===== src/rtl/ahdp_pkg.sv =====
// Shared types and constants for the array header dictionary parser.
// Holds the parse state record, the result record and the status codes.
// Used by ahdp_core and array_header_dict_parser_top.
`timescale 1ns / 1ps

package ahdp_pkg;

    localparam int MAX_DIMS  = 4;
    localparam int DIM_BITS  = 32;
    localparam int CNT_W     = $clog2(MAX_DIMS + 1);
    localparam int IDX_W     = (MAX_DIMS > 1) ? $clog2(MAX_DIMS) : 1;
    localparam int OUT_DIMS  = 4;
    localparam int OUT_BITS  = 32;
    localparam int NUM_KEYS  = 3;
    localparam int NUM_TYPES = 6;

    typedef enum logic [3:0] {
        PH_OPEN,
        PH_DICT,
        PH_KEYSTART,
        PH_KEY,
        PH_COLON,
        PH_VALUE,
        PH_DSTR,
        PH_BOOL_T,
        PH_BOOL_F,
        PH_TUP,
        PH_SKIPSTR,
        PH_SKIPTUP,
        PH_SKIPRAW,
        PH_AFTER,
        PH_DONE,
        PH_ERR
    } phase_t;

    typedef enum logic [2:0] {
        ST_OK,
        ST_NO_BRACE,
        ST_NO_COLON,
        ST_BAD_DESCR,
        ST_BAD_TUPLE,
        ST_OVERFLOW,
        ST_BAD_BOOL
    } status_t;

    typedef enum logic [2:0] {
        ET_NONE,
        ET_U1,
        ET_I2,
        ET_I4,
        ET_I8,
        ET_F4,
        ET_F8
    } elem_t;

    typedef struct packed {
        phase_t                             phase;
        logic [NUM_KEYS-1:0]                key_match;
        logic [3:0]                         match_pos;
        logic                               esc;
        logic [NUM_TYPES-1:0]               descr_match;
        logic [DIM_BITS-1:0]                acc;
        logic                               seen;
        logic [MAX_DIMS-1:0][DIM_BITS-1:0]  dims;
        logic [CNT_W-1:0]                   found;
        elem_t                              type_seen;
        status_t                            err;
    } state_t;

    typedef struct packed {
        status_t                            status;
        elem_t                              elem;
        logic [2:0]                         count;
        logic [OUT_DIMS-1:0][OUT_BITS-1:0]  dims;
    } result_t;

    function automatic state_t state_reset();
        state_t s;
        s.phase       = PH_OPEN;
        s.key_match   = '1;
        s.match_pos   = '0;
        s.esc         = 1'b0;
        s.descr_match = '1;
        s.acc         = '0;
        s.seen        = 1'b0;
        s.dims        = '0;
        s.found       = '0;
        s.type_seen   = ET_NONE;
        s.err         = ST_OK;
        return s;
    endfunction

endpackage


===== src/rtl/array_header_dict_parser_top.sv =====
// Array header dictionary parser: input register, parse step, result register.
// Parses descr, fortran_order and shape out of a stream of header bytes.
// Depends on ahdp_pkg and ahdp_core.
//
// Usage:
//   Input channel text_valid / text_stall carries one header byte per item
//   (text_char) with final_char set on the last byte of a header.
//   Result channel result_valid / result_stall carries one item per header:
//   status, elem_type, dim_count and dim_zero .. dim_three.
//   Throughput: one byte per cycle while text_stall is low, set by the
//   combinational parse step between the input register and the state
//   and result registers. A final byte passes from the input register to
//   the result register when it fires; non-final bytes give no result.
//   A stalled result holds; the next header's bytes keep flowing until a
//   further final byte reaches the input register, which then holds and
//   raises text_stall until the waiting result is taken.
//   Reset clears the input and result valids and puts the parser back at the
//   start of a header; after each final byte the parser restarts as well.
`timescale 1ns / 1ps

module array_header_dict_parser_top (
    input  logic        clk,
    input  logic        rst_n,
    input  logic        text_valid,
    output logic        text_stall,
    input  logic [7:0]  text_char,
    input  logic        final_char,
    output logic        result_valid,
    input  logic        result_stall,
    output logic [2:0]  status,
    output logic [2:0]  elem_type,
    output logic [2:0]  dim_count,
    output logic [31:0] dim_zero,
    output logic [31:0] dim_one,
    output logic [31:0] dim_two,
    output logic [31:0] dim_three
);

    logic              in_valid_reg;
    logic              in_valid_next;
    logic [7:0]        char_reg;
    logic              final_reg;
    ahdp_pkg::state_t  st_reg;
    ahdp_pkg::state_t  st_next;
    logic              result_valid_reg;
    logic              result_valid_next;
    ahdp_pkg::result_t result_reg;
    ahdp_pkg::state_t  core_nxt;
    ahdp_pkg::result_t core_res;
    logic              fire;
    logic              accept;

    ahdp_core u_core (
        .cur       (st_reg),
        .text_char (char_reg),
        .nxt       (core_nxt),
        .res       (core_res)
    );

    assign fire       = in_valid_reg && (!final_reg || !result_valid_reg || !result_stall);
    assign text_stall = in_valid_reg && !fire;
    assign accept     = text_valid && !text_stall;

    always_comb
    begin
        in_valid_next = in_valid_reg;
        if (accept) in_valid_next = 1'b1;
        else if (fire) in_valid_next = 1'b0;

        st_next = st_reg;
        if (fire) begin
            st_next = final_reg ? ahdp_pkg::state_reset() : core_nxt;
        end

        result_valid_next = result_valid_reg;
        if (fire && final_reg) result_valid_next = 1'b1;
        else if (!result_stall) result_valid_next = 1'b0;
    end

    always_ff @(posedge clk or negedge rst_n)
    begin
        if (!rst_n) begin
            in_valid_reg     <= 1'b0;
            result_valid_reg <= 1'b0;
            st_reg           <= ahdp_pkg::state_reset();
        end
        else begin
            in_valid_reg     <= in_valid_next;
            result_valid_reg <= result_valid_next;
            st_reg           <= st_next;
        end
    end

    always_ff @(posedge clk)
    begin
        if (accept) begin
            char_reg  <= text_char;
            final_reg <= final_char;
        end
        if (fire && final_reg) begin
            result_reg <= core_res;
        end
    end

    assign result_valid = result_valid_reg;
    assign status       = result_reg.status;
    assign elem_type    = result_reg.elem;
    assign dim_count    = result_reg.count;
    assign dim_zero     = result_reg.dims[0];
    assign dim_one      = result_reg.dims[1];
    assign dim_two      = result_reg.dims[2];
    assign dim_three    = result_reg.dims[3];

`ifndef SYNTHESIS
    a_stall_only_on_blocked_final: assert property (
        @(posedge clk) disable iff (!rst_n)
        text_stall |-> (in_valid_reg && final_reg && result_valid_reg && result_stall)
    ) else $error("input stalled without a blocked final item");

    a_result_from_final: assert property (
        @(posedge clk) disable iff (!rst_n)
        (result_valid_reg && !$past(result_valid_reg)) |-> $past(in_valid_reg && final_reg)
    ) else $error("result appeared without a final item");

    a_error_fields_zero: assert property (
        @(posedge clk) disable iff (!rst_n)
        (result_valid_reg && result_reg.status != ahdp_pkg::ST_OK) |->
            (result_reg.elem == ahdp_pkg::ET_NONE && result_reg.count == 3'd0 &&
             result_reg.dims == '0)
    ) else $error("error result carries nonzero fields");

    a_restart_after_final: assert property (
        @(posedge clk) disable iff (!rst_n)
        (fire && final_reg) |=>
            (st_reg.phase == ahdp_pkg::PH_OPEN && st_reg.err == ahdp_pkg::ST_OK)
    ) else $error("parser did not restart after a final item");

    a_error_phase_consistent: assert property (
        @(posedge clk) disable iff (!rst_n)
        (st_reg.err != ahdp_pkg::ST_OK) == (st_reg.phase == ahdp_pkg::PH_ERR)
    ) else $error("error code and error phase disagree");
`endif

endmodule


===== src/rtl/ahdp_core.sv =====
// Combinational parse step: one header byte against the current parse state.
// Gives the next state and the result record that the byte would end with.
// Depends on ahdp_pkg.
`timescale 1ns / 1ps

module ahdp_core (
    input  ahdp_pkg::state_t  cur,
    input  logic [7:0]        text_char,
    output ahdp_pkg::state_t  nxt,
    output ahdp_pkg::result_t res
);

    localparam int MAX_HOPS = 8;
    localparam int PW       = ahdp_pkg::DIM_BITS + 4;
    localparam int MIN_DIMS = (ahdp_pkg::MAX_DIMS < ahdp_pkg::OUT_DIMS) ?
                              ahdp_pkg::MAX_DIMS : ahdp_pkg::OUT_DIMS;
    localparam int KEY_DESCR   = 0;
    localparam int KEY_FORTRAN = 1;
    localparam int KEY_SHAPE   = 2;

    localparam logic [7:0] CH_LBRACE = 8'h7B;
    localparam logic [7:0] CH_RBRACE = 8'h7D;
    localparam logic [7:0] CH_QUOTE  = 8'h27;
    localparam logic [7:0] CH_BSLASH = 8'h5C;
    localparam logic [7:0] CH_COLON  = 8'h3A;
    localparam logic [7:0] CH_COMMA  = 8'h2C;
    localparam logic [7:0] CH_LPAREN = 8'h28;
    localparam logic [7:0] CH_RPAREN = 8'h29;
    localparam logic [7:0] CH_UPPER_T = 8'h54;
    localparam logic [7:0] CH_UPPER_F = 8'h46;
    localparam logic [7:0] CH_ZERO   = 8'h30;
    localparam logic [7:0] CH_NINE   = 8'h39;
    localparam logic [7:0] CH_SPACE  = 8'h20;
    localparam logic [7:0] CH_TAB    = 8'h09;
    localparam logic [7:0] CH_LF     = 8'h0A;
    localparam logic [7:0] CH_CR     = 8'h0D;

    localparam logic [103:0] KEY_TXT [ahdp_pkg::NUM_KEYS] =
        '{"descr", "fortran_order", "shape"};
    localparam logic [3:0] KEY_LEN [ahdp_pkg::NUM_KEYS] = '{4'd5, 4'd13, 4'd5};
    localparam logic [23:0] TYPE_TXT [ahdp_pkg::NUM_TYPES] =
        '{"|u1", "<i2", "<i4", "<i8", "<f4", "<f8"};
    localparam logic [31:0] TRUE_TXT  = "True";
    localparam logic [39:0] FALSE_TXT = "False";

    function automatic logic [3:0] bump(input logic [3:0] pos);
        return (pos < 4'd15) ? pos + 4'd1 : pos;
    endfunction

    function automatic logic [ahdp_pkg::NUM_KEYS-1:0] key_feed(
        input logic [ahdp_pkg::NUM_KEYS-1:0] km,
        input logic [3:0]                    pos,
        input logic [7:0]                    c
    );
        logic [ahdp_pkg::NUM_KEYS-1:0] r;
        int idx;
        r = km;
        for (int k = 0; k < ahdp_pkg::NUM_KEYS; k++) begin
            idx = int'(KEY_LEN[k]) - 1 - int'(pos);
            if (idx < 0) begin
                r[k] = 1'b0;
            end
            else if (KEY_TXT[k][8*idx +: 8] != c) begin
                r[k] = 1'b0;
            end
        end
        return r;
    endfunction

    function automatic logic [ahdp_pkg::NUM_KEYS-1:0] key_close(
        input logic [ahdp_pkg::NUM_KEYS-1:0] km,
        input logic [3:0]                    pos
    );
        logic [ahdp_pkg::NUM_KEYS-1:0] r;
        r = '0;
        for (int k = 0; k < ahdp_pkg::NUM_KEYS; k++) begin
            if (km[k] && pos == KEY_LEN[k]) begin
                r = ahdp_pkg::NUM_KEYS'(1 << k);
            end
        end
        return r;
    endfunction

    function automatic logic [ahdp_pkg::NUM_TYPES-1:0] descr_feed(
        input logic [ahdp_pkg::NUM_TYPES-1:0] dm,
        input logic [3:0]                     pos,
        input logic [7:0]                     c
    );
        logic [ahdp_pkg::NUM_TYPES-1:0] r;
        int idx;
        r = dm;
        idx = 2 - int'(pos);
        for (int k = 0; k < ahdp_pkg::NUM_TYPES; k++) begin
            if (idx < 0) begin
                r[k] = 1'b0;
            end
            else if (TYPE_TXT[k][8*idx +: 8] != c) begin
                r[k] = 1'b0;
            end
        end
        return r;
    endfunction

    function automatic ahdp_pkg::elem_t first_type(
        input logic [ahdp_pkg::NUM_TYPES-1:0] dm
    );
        ahdp_pkg::elem_t t;
        t = ahdp_pkg::ET_NONE;
        for (int k = ahdp_pkg::NUM_TYPES - 1; k >= 0; k--) begin
            if (dm[k]) begin
                t = ahdp_pkg::elem_t'(3'(k + 1));
            end
        end
        return t;
    endfunction

    function automatic ahdp_pkg::state_t fail(
        input ahdp_pkg::state_t  s,
        input ahdp_pkg::status_t code
    );
        ahdp_pkg::state_t r;
        r = s;
        if (r.err == ahdp_pkg::ST_OK) begin
            r.err = code;
        end
        r.phase = ahdp_pkg::PH_ERR;
        return r;
    endfunction

    logic                           is_blank;
    logic                           is_digit;
    logic [3:0]                     digit;
    logic [PW-1:0]                  acc_prod;
    logic                           acc_over;
    logic                           bool_ok;
    int                             bool_idx;
    ahdp_pkg::phase_t               ph;
    logic [ahdp_pkg::NUM_KEYS-1:0]  km;
    logic                           clr;
    logic                           hop_done;
    ahdp_pkg::state_t               s;
    ahdp_pkg::state_t               n;

    ahdp_pkg::status_t              ferr;
    ahdp_pkg::elem_t                ftype;
    logic [ahdp_pkg::CNT_W-1:0]     ffound;
    logic [ahdp_pkg::MAX_DIMS-1:0][ahdp_pkg::DIM_BITS-1:0] fdims;
    logic [ahdp_pkg::NUM_TYPES-1:0] fdm;
    logic [3:0]                     fpos;

    assign is_blank = (text_char == CH_SPACE) || (text_char == CH_TAB) ||
                      (text_char == CH_LF) || (text_char == CH_CR);
    assign is_digit = (text_char >= CH_ZERO) && (text_char <= CH_NINE);
    assign digit    = 4'(text_char - CH_ZERO);
    assign acc_prod = (PW'(cur.acc) << 3) + (PW'(cur.acc) << 1) + PW'(digit);
    assign acc_over = |acc_prod[PW-1:ahdp_pkg::DIM_BITS];

    // next state: follow the phases that pass the byte on, then consume it
    always_comb
    begin
        ph       = cur.phase;
        km       = cur.key_match;
        clr      = 1'b0;
        hop_done = 1'b0;
        for (int i = 0; i < MAX_HOPS; i++) begin
            if (!hop_done) begin
                unique case (ph)
                    ahdp_pkg::PH_DICT:
                    begin
                        if (is_blank || text_char == CH_RBRACE) hop_done = 1'b1;
                        else ph = ahdp_pkg::PH_KEYSTART;
                    end
                    ahdp_pkg::PH_KEYSTART:
                    begin
                        if (text_char == CH_QUOTE) begin
                            hop_done = 1'b1;
                        end
                        else begin
                            km = '0;
                            ph = ahdp_pkg::PH_COLON;
                        end
                    end
                    ahdp_pkg::PH_VALUE:
                    begin
                        if (is_blank || km[KEY_DESCR] || km[KEY_FORTRAN]) begin
                            hop_done = 1'b1;
                        end
                        else if (km[KEY_SHAPE]) begin
                            if (text_char == CH_LPAREN) begin
                                hop_done = 1'b1;
                            end
                            else begin
                                clr = 1'b1;
                                ph  = ahdp_pkg::PH_AFTER;
                            end
                        end
                        else if (text_char == CH_QUOTE || text_char == CH_LPAREN) begin
                            hop_done = 1'b1;
                        end
                        else begin
                            ph = ahdp_pkg::PH_SKIPRAW;
                        end
                    end
                    ahdp_pkg::PH_SKIPRAW:
                    begin
                        if (text_char == CH_COMMA || text_char == CH_RBRACE) begin
                            ph = ahdp_pkg::PH_AFTER;
                        end
                        else begin
                            hop_done = 1'b1;
                        end
                    end
                    ahdp_pkg::PH_AFTER:
                    begin
                        if (is_blank || text_char == CH_COMMA) hop_done = 1'b1;
                        else ph = ahdp_pkg::PH_DICT;
                    end
                    default: hop_done = 1'b1;
                endcase
            end
        end

        s           = cur;
        s.phase     = ph;
        s.key_match = km;
        if (clr) begin
            s.dims  = '0;
            s.found = '0;
            s.acc   = '0;
            s.seen  = 1'b0;
        end

        bool_ok  = 1'b0;
        bool_idx = 0;
        n        = s;
        unique case (ph)
            ahdp_pkg::PH_OPEN:
            begin
                if (text_char == CH_LBRACE) n.phase = ahdp_pkg::PH_DICT;
                else if (!is_blank) n = fail(s, ahdp_pkg::ST_NO_BRACE);
            end
            ahdp_pkg::PH_DICT:
            begin
                if (text_char == CH_RBRACE) n.phase = ahdp_pkg::PH_DONE;
            end
            ahdp_pkg::PH_KEYSTART:
            begin
                n.key_match = '1;
                n.match_pos = '0;
                n.esc       = 1'b0;
                n.phase     = ahdp_pkg::PH_KEY;
            end
            ahdp_pkg::PH_KEY:
            begin
                if (s.esc) begin
                    n.esc       = 1'b0;
                    n.key_match = key_feed(s.key_match, s.match_pos, text_char);
                    n.match_pos = bump(s.match_pos);
                end
                else if (text_char == CH_BSLASH) begin
                    n.esc = 1'b1;
                end
                else if (text_char == CH_QUOTE) begin
                    n.key_match = key_close(s.key_match, s.match_pos);
                    n.phase     = ahdp_pkg::PH_COLON;
                end
                else begin
                    n.key_match = key_feed(s.key_match, s.match_pos, text_char);
                    n.match_pos = bump(s.match_pos);
                end
            end
            ahdp_pkg::PH_COLON:
            begin
                if (text_char == CH_COLON) n.phase = ahdp_pkg::PH_VALUE;
                else if (!is_blank) n = fail(s, ahdp_pkg::ST_NO_COLON);
            end
            ahdp_pkg::PH_VALUE:
            begin
                if (is_blank) begin
                    n = s;
                end
                else if (s.key_match[KEY_DESCR]) begin
                    if (text_char == CH_QUOTE) begin
                        n.descr_match = '1;
                        n.match_pos   = '0;
                        n.esc         = 1'b0;
                        n.phase       = ahdp_pkg::PH_DSTR;
                    end
                    else begin
                        n = fail(s, ahdp_pkg::ST_BAD_DESCR);
                    end
                end
                else if (s.key_match[KEY_FORTRAN]) begin
                    n.match_pos = 4'd1;
                    if (text_char == CH_UPPER_T) n.phase = ahdp_pkg::PH_BOOL_T;
                    else if (text_char == CH_UPPER_F) n.phase = ahdp_pkg::PH_BOOL_F;
                    else n = fail(n, ahdp_pkg::ST_BAD_BOOL);
                end
                else if (s.key_match[KEY_SHAPE]) begin
                    n.dims  = '0;
                    n.found = '0;
                    n.acc   = '0;
                    n.seen  = 1'b0;
                    n.phase = ahdp_pkg::PH_TUP;
                end
                else if (text_char == CH_QUOTE) begin
                    n.esc   = 1'b0;
                    n.phase = ahdp_pkg::PH_SKIPSTR;
                end
                else begin
                    n.phase = ahdp_pkg::PH_SKIPTUP;
                end
            end
            ahdp_pkg::PH_DSTR:
            begin
                if (s.esc) begin
                    n.esc         = 1'b0;
                    n.descr_match = descr_feed(s.descr_match, s.match_pos, text_char);
                    n.match_pos   = bump(s.match_pos);
                end
                else if (text_char == CH_BSLASH) begin
                    n.esc = 1'b1;
                end
                else if (text_char == CH_QUOTE) begin
                    if (s.match_pos == 4'd3 && |s.descr_match) begin
                        n.type_seen = first_type(s.descr_match);
                        n.phase     = ahdp_pkg::PH_AFTER;
                    end
                    else begin
                        n = fail(s, ahdp_pkg::ST_BAD_DESCR);
                    end
                end
                else begin
                    n.descr_match = descr_feed(s.descr_match, s.match_pos, text_char);
                    n.match_pos   = bump(s.match_pos);
                end
            end
            ahdp_pkg::PH_BOOL_T:
            begin
                bool_idx = 3 - int'(s.match_pos);
                bool_ok  = (bool_idx >= 0) && (TRUE_TXT[8*bool_idx +: 8] == text_char);
                if (bool_ok) begin
                    n.match_pos = s.match_pos + 4'd1;
                    if (s.match_pos == 4'd3) n.phase = ahdp_pkg::PH_AFTER;
                end
                else begin
                    n = fail(s, ahdp_pkg::ST_BAD_BOOL);
                end
            end
            ahdp_pkg::PH_BOOL_F:
            begin
                bool_idx = 4 - int'(s.match_pos);
                bool_ok  = (bool_idx >= 0) && (FALSE_TXT[8*bool_idx +: 8] == text_char);
                if (bool_ok) begin
                    n.match_pos = s.match_pos + 4'd1;
                    if (s.match_pos == 4'd4) n.phase = ahdp_pkg::PH_AFTER;
                end
                else begin
                    n = fail(s, ahdp_pkg::ST_BAD_BOOL);
                end
            end
            ahdp_pkg::PH_TUP:
            begin
                if (is_digit) begin
                    if (acc_over) begin
                        n = fail(s, ahdp_pkg::ST_OVERFLOW);
                    end
                    else begin
                        n.acc  = acc_prod[ahdp_pkg::DIM_BITS-1:0];
                        n.seen = 1'b1;
                    end
                end
                else if (is_blank || text_char == CH_COMMA || text_char == CH_RPAREN) begin
                    if (s.seen && s.found >= ahdp_pkg::CNT_W'(ahdp_pkg::MAX_DIMS)) begin
                        n = fail(s, ahdp_pkg::ST_OVERFLOW);
                    end
                    else begin
                        if (s.seen) begin
                            n.dims[s.found[ahdp_pkg::IDX_W-1:0]] = s.acc;
                            n.found = s.found + 1'b1;
                            n.acc   = '0;
                            n.seen  = 1'b0;
                        end
                        if (text_char == CH_RPAREN) n.phase = ahdp_pkg::PH_AFTER;
                    end
                end
                else begin
                    n = fail(s, ahdp_pkg::ST_BAD_TUPLE);
                end
            end
            ahdp_pkg::PH_SKIPSTR:
            begin
                if (s.esc) n.esc = 1'b0;
                else if (text_char == CH_BSLASH) n.esc = 1'b1;
                else if (text_char == CH_QUOTE) n.phase = ahdp_pkg::PH_AFTER;
            end
            ahdp_pkg::PH_SKIPTUP:
            begin
                if (text_char == CH_RPAREN) begin
                    n.phase = ahdp_pkg::PH_AFTER;
                end
                else if (!(is_digit || is_blank || text_char == CH_COMMA)) begin
                    n = fail(s, ahdp_pkg::ST_BAD_TUPLE);
                end
            end
            ahdp_pkg::PH_AFTER:
            begin
                if (text_char == CH_COMMA) n.phase = ahdp_pkg::PH_DICT;
            end
            default: n = s;
        endcase
        nxt = n;
    end

    // result: close whatever the header leaves open at its last byte
    always_comb
    begin
        ferr   = nxt.err;
        ftype  = nxt.type_seen;
        ffound = nxt.found;
        fdims  = nxt.dims;
        fdm    = nxt.descr_match;
        fpos   = nxt.match_pos;
        unique case (nxt.phase) inside
            ahdp_pkg::PH_OPEN: ferr = ahdp_pkg::ST_NO_BRACE;
            ahdp_pkg::PH_KEY, ahdp_pkg::PH_COLON: ferr = ahdp_pkg::ST_NO_COLON;
            ahdp_pkg::PH_VALUE:
            begin
                if (nxt.key_match[KEY_DESCR]) begin
                    ferr = ahdp_pkg::ST_BAD_DESCR;
                end
                else if (nxt.key_match[KEY_FORTRAN]) begin
                    ferr = ahdp_pkg::ST_BAD_BOOL;
                end
                else if (nxt.key_match[KEY_SHAPE]) begin
                    ffound = '0;
                    fdims  = '0;
                end
            end
            ahdp_pkg::PH_DSTR:
            begin
                if (nxt.esc) begin
                    fdm  = descr_feed(nxt.descr_match, nxt.match_pos, CH_BSLASH);
                    fpos = bump(nxt.match_pos);
                end
                if (fpos == 4'd3 && |fdm) ftype = first_type(fdm);
                else ferr = ahdp_pkg::ST_BAD_DESCR;
            end
            ahdp_pkg::PH_BOOL_T, ahdp_pkg::PH_BOOL_F: ferr = ahdp_pkg::ST_BAD_BOOL;
            ahdp_pkg::PH_TUP:
            begin
                if (nxt.seen) begin
                    if (nxt.found >= ahdp_pkg::CNT_W'(ahdp_pkg::MAX_DIMS)) begin
                        ferr = ahdp_pkg::ST_OVERFLOW;
                    end
                    else begin
                        fdims[nxt.found[ahdp_pkg::IDX_W-1:0]] = nxt.acc;
                        ffound = nxt.found + 1'b1;
                    end
                end
            end
            default: ferr = nxt.err;
        endcase

        res.status = ferr;
        res.elem   = ahdp_pkg::ET_NONE;
        res.count  = '0;
        res.dims   = '0;
        if (ferr == ahdp_pkg::ST_OK) begin
            res.elem  = ftype;
            res.count = 3'(ffound);
            for (int k = 0; k < MIN_DIMS; k++) begin
                res.dims[k] = ahdp_pkg::OUT_BITS'(fdims[k]);
            end
        end
    end

endmodule

===== config.mk =====
export PLATFORM = sky130hd
export DESIGN_NAME = array_header_dict_parser_top
export DESIGN_NICKNAME = d
export VERILOG_FILES = /design/src/rtl/ahdp_pkg.sv /design/src/rtl/array_header_dict_parser_top.sv /design/src/rtl/ahdp_core.sv
export SDC_FILE = /design/constraint.sdc
export NUM_CORES = 1
export LEC_CHECK = 0
export BUFFER_PORTS_ARGS = -buffer_cell sky130_fd_sc_hd__buf_4
export CAP_MARGIN = 20
export CELL_PAD_IN_SITES_DETAIL_PLACEMENT = 1
export CELL_PAD_IN_SITES_GLOBAL_PLACEMENT = 1
export CORE_MARGIN = 2
export CORE_UTILIZATION = 25
export CTS_BUF_LIST = sky130_fd_sc_hd__clkbuf_16
export DETAILED_ROUTE_END_ITERATION = 8
export PLACE_DENSITY = 0.53
export SETUP_SLACK_MARGIN = 0.4
export SYNTH_ARGS = -nofsm -noshare
export SYNTH_HDL_FRONTEND = slang
export SYNTH_SLANG_ARGS = --single-unit

===== constraint.sdc =====
create_clock -name clk -period 11.2 [get_ports clk]
set_input_delay 2.24 -clock clk [delete_from_list [all_inputs] [get_ports clk]]
set_output_delay 2.24 -clock clk [all_outputs]
set_load 0.01 [all_outputs]

== Word level (Yosys, flattened, before mapping) ==
Cells that the tools add are included.

* Register bits after elaboration: 336
* Bits in latches: 0
* Bits in writable memories: 0
* Bits in read-only memories: 0
* Bits of input ports: 13
* Output and inout port bits: 139
* Logic and storage cells: 561
* Memories kept: 0

* $add $sub $neg: 12
* $mul: 0
* Div/mod/pow operators: 0
* $lt $le $gt $ge: 16
* Equal/unequal tests: 96
* Shift operators: 17
* Multiplexer cells: 337
* Bitwise operators: 0
* Reduce and logical (&&, ||, !) cells: 58

{| class="wikitable"
|+ Operator list
! operator !! number
|-
| 188-bit 2-to-1 mux || 8
|-
| 176-bit case mux with 8 select lines || 1
|-
| 164-bit 2-to-1 mux || 5
|-
| 128-bit 2-to-1 mux || 5
|-
| 184-bit 2-to-1 mux || 3
|-
| 4-bit 2-to-1 mux || 97
|-
| 24-bit by 32-bit variable part select with 8-bit output, first input constant || 12
|-
| 104-bit by 32-bit variable part select with 8-bit output, first input constant || 3
|-
| 128-bit bitwise mux || 2
|-
| 128-bit case mux with 2 select lines || 1
|-
| 3-bit 2-to-1 mux || 66
|-
| 176-bit 2-to-1 mux || 1
|-
| 170-bit 2-to-1 mux || 1
|-
| 4-bit case mux with 5 select lines || 8
|-
| 32-bit demux with 2-bit select || 2
|-
| 32-bit by 1-bit less-than comparator with 1-bit output, second input constant || 4
|-
| 1-bit 2-to-1 mux || 106
|-
| 4-bit == test, second input constant || 24
|-
| 4-bit by 3-bit == test with 1-bit output, second input constant || 18
|-
| 8-bit != test || 9
|-
| 7-bit case mux with 10 select lines || 1
|-
| 32-bit by 1-bit greater-or-equal comparator with 1-bit output, second input constant || 2
|-
| 32-bit 2-to-1 mux || 2
|-
| 4-bit by 2-bit == test with 1-bit output, second input constant || 13
|-
| 44 further kinds || 142
|}

== Depth between registers and ports, before layout ==
* Word-level depth: 69
* Gate-level depth with buffers: 29
* Depth with buffers taken out: 21

== Hierarchy ==
Synthesis repeated with hierarchy kept, for this count alone.

* Cells, all modules: 3193
* Area total of the unflattened synthesis: 26955.9 µm²

{| class="wikitable"
|+ By module, submodules not included
! module !! times used !! cells an instance !! area an instance (µm²) !! sequential area each (µm²)
|-
| array_header_dict_parser_top || 1 || 1221 || 14634.0 || 9150.0
|-
| ahdp_core || 1 || 1972 || 12321.8 || 0.0
|}

== Worst setup path before layout ==
OpenSTA, ideal clock, no wires.

* Path type: input to register
* From: input port result_stall
* To: register result_reg (netlist bit dim_count[0]), enable pin
* Library setup time: 637 ps
* Data arrival time: 8389 ps
* Required time: 10563 ps
* Path slack: 2174 ps
* Stages: 4
* Buffers on the path: 1
* Path through: nand3_1 > nand2_1 > clkbuf_1 > nor2_1

* Cells in the longest elaborated chain, start to end: 4

{| class="wikitable"
|+ Ends and longest elaborated chain
! what !! line !! RTL
|-
| start, declared || array_header_dict_parser_top.sv:29 || <nowiki>input logic result_stall,</nowiki>
|-
| 1-bit zero test || - ||
|-
| 1-bit logical OR || array_header_dict_parser_top.sv:60 || <nowiki>assign fire = in_valid_reg && (!final_reg || !result_valid_reg || !result_stall);</nowiki>
|-
| 1-bit logical AND || array_header_dict_parser_top.sv:60 ||
|-
| 1-bit logical AND || array_header_dict_parser_top.sv:100 || <nowiki>if (fire && final_reg) begin</nowiki>
|-
| end signal, assigned || array_header_dict_parser_top.sv:101 || <nowiki>result_reg <= core_res;</nowiki>
|-
| end, declared || array_header_dict_parser_top.sv:47 || <nowiki>ahdp_pkg::result_t result_reg;</nowiki>
|}

No other way between the ends.
A chain may end at the register's enable or synchronous reset.

== Worst setup path in the final report ==
* From: register char_reg[4]
* To: register result_reg (netlist bit dim_zero[1]), data pin

* Cells in the longest elaborated chain, start to end: 58
* Elaborated cells between the ends (all ways): 448
* Those cells by class: add/sub: 3; order compare: 10; eq/ne: 86; shift: 6; mux: 301; reduce/logical: 42

{| class="wikitable"
|+ Ends and longest elaborated chain
! what !! line !! RTL
|-
| start, declared || array_header_dict_parser_top.sv:41 || <nowiki>logic [7:0] char_reg;</nowiki>
|-
| start signal, assigned || array_header_dict_parser_top.sv:97 || <nowiki>char_reg <= text_char;</nowiki>
|-
| branches (longest 58 deep; another with 8-bit by 6-bit == test with 1-bit output) || - ||
|}

Several ways; the timed one is not identified. The select of a mux whose other input is x is not followed.

==> summary.log <==
INFO  clock_network  cts_post_setup_buffers_inserted=0
INFO  cells_and_area register_area=9150squm
INFO  routing        routed.top_layer=met4
INFO  yosys          syn-instance-count=2469
INFO  yosys          synth.ff_latch_count=336
INFO  critical_path  worstSetupPathDepth=21
INFO  clock_network  clock_sink_count=336
INFO  cells_and_area final.fill_count=10200
INFO  power_and_ir_drop pwr_density_cell=245nW/um^2
INFO  cells_and_area area_growth_syn_to_layout=16.9%
INFO  yosys          synth_compound_area_frac=0.303
INFO  power_and_ir_drop max-vdd-ir-drop=0.704mV
INFO  yosys          netlist_top_cells_count=sky130_fd_sc_hd__nand2_1 (251), sky130_fd_sc_hd__a22o_1 (208), sky130_fd_sc_hd__nor2_1 (201)
INFO  grt            maximum_number_of_pins_on_one_net_before_global_route_repair=166
INFO  clock_network  cts_buffer_depth=3
INFO  routing        dr_total_vias=21400
INFO  yosys          synth_enable_flop_cells=146
INFO  critical_path  critPathRequiredTime=11530ps
INFO  critical_path  timing.critical_path.from_type=register
INFO  yosys          post_synth_fa_ha_maj_area_fraction=0.0452
INFO  routing        drt_iter0_markers=1611
INFO  placement      place.port_buffers=151
INFO  placement      place.detailed.hpwl=68500um
INFO  floorplanning  fp.dieW=304um
INFO  timing         setup_viol=0
INFO  yosys          synth_largest_area_cell=sky130_fd_sc_hd__dfrtp_1
INFO  critical_path  critical_path.reg2reg.endpoint=dim_zero[1]$_SDFFCE_PP0P_
INFO  clock_network  clock_transition_time_at_the_flip_flop_clock_pins_of_the_worst_setup_and_hold_paths=60ps
INFO  clock_network  cts_hold_repair.buffers=0
INFO  cells_and_area nets=2619
INFO  floorplanning  core_region_area=88600squm
INFO  critical_path  setup.worst_path.start=char_reg[4]$_DFFE_PP_
INFO  floorplanning  floorplan.initialDensity=0.253
INFO  cells_and_area largest_register_ffs=188
INFO  routing        postRouteAntennaNets=0
INFO  yosys          ys_dominant_reg_cell=sky130_fd_sc_hd__dfrtp_1
INFO  grt            vias_in_the_first_global_route=22300
INFO  clock_network  cts.htree.levels=2
INFO  floorplanning  io_pins=152
INFO  cells_and_area finalCoreUtilization=0.296
INFO  floorplanning  total_die_area=92200squm
INFO  critical_path  critPathBufInv=4
INFO  yosys          share_of_flip_flops_with_an_asynchronous_set_or_reset=0.565
INFO  timing         timing.final.hold_violations=0
INFO  yosys          synth_cell_type_count=102
INFO  timing         peak_freq=112MHz
INFO  floorplanning  die_height=304um
INFO  clock_network  tritoncts.num_buffers=44
INFO  clock_network  ctsResizeCount=0
INFO  cells_and_area drive_gt1_frac=0.136
INFO  critical_path  worst_r2r_path_depth=21
INFO  grt            global_route.overflow_total=0
INFO  timing         fin_crit_sh=0.798
INFO  yosys          synth_area_leaders=sky130_fd_sc_hd__dfrtp_1 (20%), sky130_fd_sc_hd__edfxtp_1 (20%), sky130_fd_sc_hd__a22o_1 (8.1%), sky130_fd_sc_hd__ha_1 (4.3%), sky130_fd_sc_hd__nand2_1 (4.2%)
INFO  cells_and_area multiInputGateArea=12400squm
INFO  timing         whs=485ps
INFO  timing         final_max_slew_viols=0
INFO  routing        post_drt_wl_per_cell=27.0um
INFO  placement      gp_congestion=0.895
INFO  yosys          synth.most_common_cell=sky130_fd_sc_hd__nand2_1
INFO  yosys          synthesis.yosys.warnings=0
INFO  routing        met2_length=48200um
INFO  yosys          proportion_of_synthesized_area_in_mux_cells=0.00507
INFO  timing         finalClockSkew=42.8ps
INFO  grt            grt_use_total=0.213
INFO  routing        drc_errors=0
INFO  routing        drt-pass1-iter-count=6
INFO  critical_path  worst_setup_path_end_kind=register
INFO  floorplanning  std_cell_rows=109
INFO  critical_path  slowest_stage=sky130_fd_sc_hd__o31ai_2
INFO  cells_and_area n_antenna_cell=0
INFO  yosys          synthSimpleGateAreaFrac=0.173
INFO  critical_path  critical-path-max-stage-delay=920ps
INFO  grt            grt_first_pass_wirelength=151000um
INFO  timing         grt_setup_unrepaired=no
INFO  routing        finalWirelength=101000um
INFO  yosys          post_synth.cell_area_avg=9.09squm
INFO  clock_network  cts_tree=done
INFO  routing        wl_met3=4130um
INFO  critical_path  crit_path_frequent_cell=sky130_fd_sc_hd__buf_4
INFO  critical_path  ordered_list_of_cells_on_the_worst_path=nor2_1 > o2111a_1 > o41a_1 > o31ai_2 > nor3_1 > a211o_1 > nor4_1 > or2_0 > a21boi_1 > buf_4 > nand2_1 > a2111oi_4 > nor3_1 > nand3_1 > buf_4 > o21ai_1 > o41a_1 > nand4_4 > buf_4 > buf_4 > nor2_1
INFO  yosys          seq_area_frac_synth=0.408
INFO  critical_path  critical_path.reg2reg.startpoint=char_reg[4]$_DFFE_PP_
INFO  grt            grt_antenna_before_repair=1
INFO  run_status     status=completed
INFO  critical_path  crit_arrival=9270ps
INFO  min_path       min_path_type=register to register
INFO  critical_path  setup.worst_path.class=register to register
INFO  clock_network  insertion_delay=600ps
INFO  yosys          syn_nets=2561
INFO  yosys          synth_top_family_by_area=compound AO/OA/AOI/OAI gates
INFO  run            max_cap_viol_count=0
INFO  critical_path  setup.reg_to_reg.worst_slack=2260ps
INFO  power_and_ir_drop p_leak=10.1nW
INFO  routing        post_drt_via_cell_ratio=5.75
INFO  timing         timing.setup.tns=0ps
INFO  timing         min_period=8940ps
INFO  clock_network  root_buffer=sky130_fd_sc_hd__clkbuf_16
INFO  min_path       worst_hold_path.num_cells=2
INFO  critical_path  setup.worst_path.end=dim_zero[1]$_SDFFCE_PP0P_
INFO  critical_path  timing.critical_path.max_delay_family=compound AO/OA/AOI/OAI gates
INFO  timing         relSlewSlack=0.235
INFO  routing        wl_met1=46100um
INFO  critical_path  critPathMaxFanout=84
INFO  yosys          synthXorXnorAreaFrac=0.0215
INFO  yosys          syn-cell-area=22400squm
INFO  yosys          post-synth-top-area-fraction=0.202
INFO  timing         worst_slew_pin_slew=1150ps
## through the flow
stage               total power, mW  instances  cell area [sq um]  worst slack, ps
finish                         6.42       3728              26200             2260
global route                   6.74       3728              26200             1760
CTS                            6.44       3727              26200             2330
detailed placement             4.96       3645              24700             2330
global placement               4.94       3645              24700             2320
floorplan                      3.77       2469              22400             2170
## power by group
group	switching, mW	total (mW)	internal [mW]
Clock	0.623	1.45	0.828
Combinational	2.76	3.52	0.760
Sequential	0.0904	1.45	1.36
Total	3.47	6.42	2.95
## worst min-delay path by stage
stage	to	slack, ps	from
after detailed placement	st_reg[3]$_DFFE_PN0P_	470	st_reg[3]$_DFFE_PN0P_
final	st_reg[3]$_DFFE_PN0P_	480	st_reg[3]$_DFFE_PN0P_
after CTS	st_reg[3]$_DFFE_PN0P_	480	st_reg[3]$_DFFE_PN0P_
after global routing	st_reg[100]$_DFFE_PN0P_	510	st_reg[100]$_DFFE_PN0P_
after global placement	st_reg[92]$_DFFE_PN0P_	470	st_reg[92]$_DFFE_PN0P_
after floorplan	st_reg[3]$_DFFE_PN0P_	440	st_reg[3]$_DFFE_PN0P_
## cell type report
type	count	share of cell area
Sequential cell	336	0.349
Multi-Input combinational cell	1896	0.473
Clock inverter	34	0.0104
Clock buffer	48	0.0458
Inverter	40	0.00573
Timing Repair Buffer	209	0.0604
Tap cell	1165	0.0556
## cell usage in the layout, fill, tap and decap left out, types with 20 or more instances in the layout
master and count:
sky130_fd_sc_hd__or3_1 25, sky130_fd_sc_hd__a22oi_1 82, sky130_fd_sc_hd__and3_1 21, sky130_fd_sc_hd__a22o_1 208, sky130_fd_sc_hd__inv_1 49, sky130_fd_sc_hd__buf_4 206, sky130_fd_sc_hd__dfrtp_1 181, sky130_fd_sc_hd__o21ai_0 161
sky130_fd_sc_hd__o211ai_1 31, sky130_fd_sc_hd__edfxtp_1 146, sky130_fd_sc_hd__a21oi_1 180, sky130_fd_sc_hd__nand2b_1 20, sky130_fd_sc_hd__xor2_1 21, sky130_fd_sc_hd__nand3_1 108, sky130_fd_sc_hd__clkbuf_16 48, sky130_fd_sc_hd__a32o_1 44
sky130_fd_sc_hd__nand4_1 21, sky130_fd_sc_hd__nor3_1 45, sky130_fd_sc_hd__nor2_1 193, sky130_fd_sc_hd__ha_1 77, sky130_fd_sc_hd__xnor2_1 34, sky130_fd_sc_hd__nand2_1 250, sky130_fd_sc_hd__and2_1 27
## cells by family after synthesis
| logic type | Yosys count |
|---|---|
| compound gates | 943 |
| xor+xnor | 55 |
| fa+ha+maj | 80 |
| buf+inv | 237 |
| flops | 336 |
| mux | 11 |
| simple gates | 807 |
## metal layers
metal  vias up  track usage
met2       552        0.358
met5         -            0
met4         0       0.0503
li1       9581            -
met3       120       0.0239
met1     11200        0.291
## worst register-to-register path: stages (launching register included)
cell                        delay, ps
sky130_fd_sc_hd__edfxtp_1         810
sky130_fd_sc_hd__nor2_1           230
sky130_fd_sc_hd__o2111a_1         330
sky130_fd_sc_hd__o41a_1           500
sky130_fd_sc_hd__o31ai_2          920
sky130_fd_sc_hd__nor3_1           380
sky130_fd_sc_hd__a211o_1          360
sky130_fd_sc_hd__nor4_1           280
sky130_fd_sc_hd__or2_0            710
sky130_fd_sc_hd__a21boi_1         250
sky130_fd_sc_hd__buf_4            240
sky130_fd_sc_hd__nand2_1          130
sky130_fd_sc_hd__a2111oi_4        430
sky130_fd_sc_hd__nor3_1           130
sky130_fd_sc_hd__nand3_1          130
sky130_fd_sc_hd__buf_4            340
sky130_fd_sc_hd__o21ai_1          240
sky130_fd_sc_hd__o41a_1           480
sky130_fd_sc_hd__nand4_4          290
sky130_fd_sc_hd__buf_4            830
sky130_fd_sc_hd__buf_4            580
sky130_fd_sc_hd__nor2_1           100
Note: power is estimated with default switching activity, not from simulation.
